### src/design/prc_pkg.sv
`timescale 1ns / 1ps
package prc_pkg;
   localparam int MAX_VERTICES = 1024;
   localparam int ADDR_W = $clog2(MAX_VERTICES);
   localparam int ROW_W = 10;
   localparam int EPOCH_W = 8;
   localparam int DIV_W = 64;
   localparam int DEG_W = 20;
   localparam int CSR_INDEX_W = 2;
   localparam int CSR_DATA_W = 17;

   localparam logic [1:0] OP_LOAD = 2'd0;
   localparam logic [1:0] OP_WEIGHT = 2'd1;
   localparam logic [1:0] OP_EDGE = 2'd2;
   localparam logic [1:0] OP_END = 2'd3;

   localparam logic [CSR_INDEX_W-1:0] CSR_DAMPING = 2'd0;
   localparam logic [CSR_INDEX_W-1:0] CSR_VERTEX_COUNT = 2'd1;
   localparam logic [CSR_INDEX_W-1:0] CSR_USE_PERSONALIZED = 2'd2;
   localparam logic [CSR_INDEX_W-1:0] CSR_USE_WEIGHTS = 2'd3;

   localparam logic [16:0] DAMP_ONE = 17'd65536;

   typedef struct packed {
      logic [ADDR_W-1:0] rd_addr;
      logic vtx_we;
      logic [ADDR_W-1:0] vtx_addr;
      logic [31:0] vtx_rank;
      logic [DEG_W-1:0] vtx_degree;
      logic wgt_we;
      logic [ADDR_W-1:0] wgt_addr;
      logic [EPOCH_W-1:0] wgt_tag;
      logic [31:0] wgt_value;
   } prc_mem_ctl_type;
endpackage

### src/design/prc_div.sv
`timescale 1ns / 1ps
module prc_div (
   input logic clock,
   input logic reset,
   input logic start,
   input logic [prc_pkg::DIV_W-1:0] dividend,
   input logic [prc_pkg::DEG_W-1:0] divisor,
   output logic done,
   output logic [prc_pkg::DIV_W-1:0] quotient
);
   import prc_pkg::*;

   logic active_ff;
   logic done_ff;
   logic [$clog2(DIV_W)-1:0] count_ff;
   logic [DEG_W-1:0] rem_ff;
   logic [DEG_W-1:0] dsor_ff;
   logic [DIV_W-1:0] quo_ff;
   logic [DEG_W:0] shifted;
   logic fits;

   always_comb begin
      shifted = {rem_ff, quo_ff[DIV_W-1]};
      fits = shifted >= {1'b0, dsor_ff};
   end

   always_ff @(posedge clock) begin
      if (reset) begin
         active_ff <= 1'b0;
         done_ff <= 1'b0;
         count_ff <= '0;
      end else begin
         done_ff <= 1'b0;
         if (start) begin
            active_ff <= 1'b1;
            count_ff <= '0;
            rem_ff <= '0;
            dsor_ff <= divisor;
            quo_ff <= dividend;
         end else if (active_ff) begin
            rem_ff <= fits ? DEG_W'(shifted - {1'b0, dsor_ff}) : shifted[DEG_W-1:0];
            quo_ff <= {quo_ff[DIV_W-2:0], fits};
            count_ff <= count_ff + 1'b1;
            if (count_ff == '1) begin
               active_ff <= 1'b0;
               done_ff <= 1'b1;
            end
         end
      end
   end

   assign done = done_ff;
   assign quotient = quo_ff;
endmodule

### config.mk
export PLATFORM = sky130hd
export DESIGN_NAME = prc_div
export DESIGN_NICKNAME = d
export VERILOG_FILES = /design/src/design/prc_pkg.sv /design/src/design/prc_div.sv
export SDC_FILE = /design/constraint.sdc
export NUM_CORES = 1
export LEC_CHECK = 0
export BUFFER_PORTS_ARGS = -buffer_cell sky130_fd_sc_hd__buf_4
export CORE_MARGIN = 2
export CORE_UTILIZATION = 36
export CTS_CLUSTER_SIZE = 16
export DETAILED_ROUTE_END_ITERATION = 16
export MAX_ROUTING_LAYER = met4
export PLACE_DENSITY = 0.65
export REMOVE_ABC_BUFFERS = 1
export SYNTH_ARGS = -nofsm -noshare
export SYNTH_HDL_FRONTEND = slang
export SYNTH_SLANG_ARGS = --single-unit
### constraint.sdc
create_clock -name clock -period 6.15 [get_ports clock]
set_input_delay 0.9225 -clock clock [delete_from_list [all_inputs] [get_ports clock]]
set_output_delay 0.9225 -clock clock [all_outputs]
set_load 0.02 [all_outputs]
==> impl_metrics.toml, run 1 <==
[clock_network]
ctsResizeCount = 0
clkSlewWorstSetupHoldPaths_ns = 0.07
postCtsSetupRepairBufs = 0
cts.sinks = 112
cts_max_level = 3
numCtsBuffers = 9
cts_max_path_buffers = 2
cts_tree = "built"
cts_root_buf = "clkbuf_16"
hold_buffers = 0
clkLatencyLatePin_ns = 0.36

[floorplan]
core-area_um2 = 15800
die_y_um = 131
io_pins = 152
row_count = 46
fp.dieW_um = 131
initial_core_util_pct = 36.7
die-area_um2 = 17200

[yosys]
synth-adder-area-share_pct = 4.87
yosys_warnings = 0
synth_top_family_by_area = "multiplexers"
syn_inst = 465
yosysUniqueCellTypes = 51
synth_edf_count = 104
synth-compound-area-share_pct = 11.3
syn_area_per_cell_um2 = 12.5
synth-main-ff-cell = "edfxtp_1"
synthMuxAreaShare_pct = 12.8
synth_xor_area_share_pct = 2.11
synthSimpleGateAreaFrac_pct = 8.56
synth-seq-cells = 112
syn_area_um2 = 5810
async_flop_share_pct = 0
synth_sequential_area_ratio_pct = 56.6

[setup_path]
cp_cell_sequence = "ha_1 > a211oi_1 > o21ai_0 > or3_4 > nand3_1 > nand2_1 > mux2_2"
reg2reg_from = "rem_ff[5]"
worst_ep_required_time_ns = 6.27
rr_worst_depth = 7
critPathLaunchType = "flop"
crit_buf_inv = 0
r2r_slack_ns = 3.08
critical_path_class = "flop to flop"
crit_family = "simple AND/OR/NAND/NOR gates"
critPathMaxStageDelay_ns = 0.42
cpMaxStageDelayCell = "edfxtp_1"
endpoint_kind = "flop"
cp_max_fo = 12
arrival_ns = 3.19
r2r_end = "quotient[0]"

[timing]
final_hold_viol_count = 0
clock.fmax_ghz = 0.326
slew-limit-headroom_pct = 26.5
setup_tns_ns = 0
min_period_over_period_pct = 49.9
setup_viol = 0
rsz0062_at_grt = "no"
slew_violations = 0
worst_slack_ns = 3.08
tightestPinTransition_ns = 1.10
period_needed_ns = 3.07
fin_skew_ns = 0.00678

[hold_path]
hold_path_end = "count_ff[5]"
hp-start = "count_ff[5]"
timing.hold.worst.class = "flop to flop"
hold-path-cell-count = 2

[drt]
drt_iter0_drc = 300
wl_per_cell_um = 17.9
vias = 4371
routed_wl_um = 14800
vias_per_cell = 5.29
detail-route-antenna-nets = 0
drc = 0
firstDrtPassIters = 4

[place]
dpl_cell_area_um2 = 7120
hpwl_um = 10800
place_congestion = 0.882
portBuffers = 151
dp_slack_ns = 3.14
place_inst = 810

[global_routing]
grt_first_pass_wirelength_um = 22800
track_usage_pct = 18.0
grt_max_degree = 86
antenna_found_initial = 0
grt_pass1_vias = 4406
gr-total-overflow = 0

[run]
drv_cap = 0

[cells_and_area]
area_growth_pct = 27.5
diodes = 0
register_area_um2 = 3280
multi_input_area_um2 = 2310
nNetsFinal = 714
final_cell_count_no_fill = 826
fin_area_um2 = 7400
layout_common_cells = "buf_4, edfxtp_1, mux2_2"
drive_gt1_share_pct = 39.7
nFillCells = 1461
final_common_cell = "buf_4"

[power]
p_per_area_nw_per_um2 = 263
p_sw_share_pct = 29.0
power_frac_comb_pct = 22.9
ir_worst_vdd_v = 0.000144
design_power_total_uw = 1950
power_leakage_uw = 0.00291
p_int_uw = 1380
p_clk_share_pct = 29.3
seqPwrFrac_pct = 47.9
switchingPower_uw = 565

[status]
status = "finished clean"
-- how the worst max path moves through the flow --
stage                     depth (start not counted)     endpoint  slack [ns]  startpoint
after floorplan                                   2  quotient[0]        0.38       start
after global placement                            7  quotient[0]        3.18   rem_ff[5]
after detailed placement                          7  quotient[0]        3.14   rem_ff[5]
after CTS                                         7  quotient[0]        3.11   rem_ff[5]
after global routing                              7    rem_ff[7]        2.92   rem_ff[7]
final                                             7  quotient[0]        3.08   rem_ff[5]
-- power groups by stage --
| stage | clock network [µW] | logic [µW] | registers, µW |
|---|---|---|---|
| finish | 570 | 446 | 933 |
| global route | 602 | 487 | 940 |
| CTS | 581 | 445 | 933 |
| detailed placement | 0 | 443 | 949 |
| global placement | 0 | 442 | 949 |
| floorplan | 0 | 247 | 980 |
-- cell usage after synthesis (8+ instances only) --
| library cell | number | share of area, % |
|---|---|---|
| a21oi_1 | 36 | 3.1 |
| clkbuf_1 | 16 | 1.0 |
| dfxtp_1 | 8 | 2.8 |
| edfxtp_1 | 104 | 54 |
| ha_1 | 21 | 4.5 |
| inv_1 | 26 | 1.7 |
| mux2_2 | 64 | 12 |
| nand2_1 | 21 | 1.4 |
| nand3_1 | 16 | 1.4 |
| nor2_1 | 17 | 1.1 |
| nor3_1 | 9 | 0.78 |
| o21ai_0 | 21 | 1.8 |
| or3_1 | 8 | 0.86 |
| xnor2_1 | 10 | 1.5 |
-- tightest hold or removal path, delay by kind of cell (launching register included) --
kind	cells	cell delay [ns]
DFF	1	0.32
AOI/OAI and AO/OA	2	0.13
-- routing by layer --
layer | up-vias | wire [µm] | global-route usage, % | share of wire (%)
met4 | 0 | 263 | 6.45 | 1.8
li1 | 2060 | - | - | -
met5 | - | 0 | - | 0
met1 | 2118 | 6240 | 22.6 | 42
met2 | 177 | 6930 | 27.6 | 47
met3 | 16 | 1350 | 5.42 | 9.1
-- stage by stage --
| stage | utilization, % | hold slack [ns] |
|---|---|---|
| after global placement | 45.0 | 0.470 |
| final | 46.8 | 0.497 |
| after detailed placement | 45.0 | 0.486 |
| after CTS | 46.8 | 0.497 |
| after floorplan | - | 0.458 |
| after global routing | 46.8 | 0.542 |
-- cells by family (layout without fill, tap and decap cells) --
group	count (synthesis)	after routing
compound gates	104	104
xor+xnor	14	14
fa+ha+maj	22	22
buf+inv	51	196
flops	112	112
mux	66	66
simple gates	96	96
-- registers in the layout, indices dropped and copies added, names as in the netlist --
name / count
quotient: 64
dsor_ff: 20
rem_ff: 20
count_ff: 6
active_ff: 1
done: 1
-- final cells by class --
cell class	instances	share of cell area, %
repair buffers	154	15.6
clock inverters	7	0.761
well taps	216	3.65
flip-flops and latches	112	44.4
inverters	26	1.32
clock buffers	9	3.04
multi-input cells	302	31.2
No activity file was read; power rests on OpenSTA's default activity.
==> run 2, diff against run 1 <==
==> constraint.sdc (replaced) <==
create_clock -name clock -period 2.5 [get_ports clock]
set_input_delay 0.375 -clock clock [delete_from_list [all_inputs] [get_ports clock]]
set_output_delay 0.375 -clock clock [all_outputs]
set_load 0.02 [all_outputs]
==> impl_metrics.toml, run 2 (synthesis gave the netlist of run 1 again) <==
[setup_path]
worst_ep_required_time_ns = 2.61
critPathMaxStageDelay_ns = 0.43
critical_path_class = "flop to flop"
crit_family = "compound AO/OA/AOI/OAI gates"
arrival_ns = 2.57
worstSetupStartpoint = "dsor_ff[1]"
critPathLaunchType = "flop"
cpMaxStageDelayCell = "or3_4"
cp_max_fo = 4
reg2reg_from = "dsor_ff[1]"
crit_buf_inv = 2
endpoint_kind = "flop"
cp_cell_sequence = "inv_2 > ha_4 > nor2b_1 > o2111a_1 > or3_4 > buf_6 > a21o_1 > a211oi_2 > o32ai_2"

[cells_and_area]
layout_common_cells = "buf_4, edfxtp_1, mux2_2"
area_growth_pct = 36.3
diodes = 0
largest_reg_flops = 64
nNetsFinal = 761
utilization_pct = 50.0
final_common_cell = "buf_4"
nFillCells = 1404
drive_gt1_share_pct = 46.7
final_cell_count_no_fill = 873

[drt]
detail-route-antenna-nets = 0
firstDrtPassIters = 4
wl_per_cell_um = 17.8
routed_wl_um = 15600
vias = 4454
vias_per_cell = 5.10
drt_iter0_drc = 214
drc = 0

[clock_network]
clkSlewWorstSetupHoldPaths_ns = 0.08
cts_root_buf = "clkbuf_16"
hold_buffers = 0
cts_max_level = 3
numCtsBuffers = 9
cts_max_path_buffers = 2
clkLatencyLatePin_ns = 0.36
cts_tree = "built"
cts.sinks = 112

[floorplan]
initial_core_util_pct = 36.7
core-area_um2 = 15800
fp.dieW_um = 131
io_pins = 152
die-area_um2 = 17200
die_y_um = 131
row_count = 46

[timing]
hold-worst-slack_ns = 0.190
slew-limit-headroom_pct = 53.9
fin_skew_ns = 0.00920
tightestPinTransition_ns = 0.691
period_needed_ns = 2.46
rsz0062_at_grt = "yes"
slew_violations = 0
setup_viol = 0
min_period_over_period_pct = 98.6
clock.fmax_ghz = 0.406
final_hold_viol_count = 0

[global_routing]
gr-total-overflow = 0
antenna_found_initial = 0
grt_pass1_vias = 4591
track_usage_pct = 18.9
grt_max_degree = 60
grt_first_pass_wirelength_um = 23900

[power]
p_per_area_nw_per_um2 = 646
power_leakage_uw = 0.00317
ir_worst_vdd_v = 0.000305

[place]
hpwl_um = 11500
portBuffers = 151
place_inst = 852
place_congestion = 0.957

[status]
status = "finished clean"

[run]
drv_cap = 0

[hold_path]
timing.hold.worst.class = "primary input to flop"
hp-start = "divisor[3]"
[run 2: path summary, 6_finish.rpt]
path / endpoint / slack, ns / cells past startpoint
worst max register to register: rem_ff[17] / 0.04 / 9
worst min-delay path: dsor_ff[3] / 0.19 / 1
worst min register to register: count_ff[5] / 0.51 / 2
worst max-delay path: rem_ff[17] / 0.04 / 9
[run 2: per-stage QoR]
step           total power (µW)  instance area (µm²)  TNS (ns)  setup slack [ns]
2_1_floorplan              3020                 5680   -231.08             -2.72
3_3_place_gp               3530                 7460    -0.183            -0.142
3_5_place_dp               3540                 7460     -1.26            -0.135
4_1_cts                    5090                 7810         0            0.0245
5_1_grt                    5340                 7910    -0.180           -0.0448
6_report                   5110                 7910         0            0.0356
[run 2: what timing repair did]
action	in CTS	in global routing
resized for setup	6	21
pin swaps	1	7
endpoints found under the setup margin	20	21
setup buffers	2	3
cloned	0	0
[run 2: final cells by class]
cell class	instances	area (µm²)	area share (%)
clock buffer	9	225	2.85
clock inverter	7	92.6	1.17
inverter	26	97.6	1.23
multi-input combinational	302	2410	30.4
sequential	112	3280	41.5
tap	216	270	3.42
timing repair buffer	201	1540	19.4
[run 2: report_power, final]
group	internal, µW	switching, µW	leakage, µW	total, µW
clock network	800	738	0.000153	1540
registers	2220	71.0	0.00106	2290
logic	622	661	0.00196	1280
total	3640	1470	0.00317	5110
[run 2: routing by layer]
metal,track usage (%),wire length [µm],vias up
li1,-,-,2161
met1,24.5,6760,2125
met2,29.1,7420,158
met3,5.58,1220,10
met4,5.19,163,0
met5,-,0,-
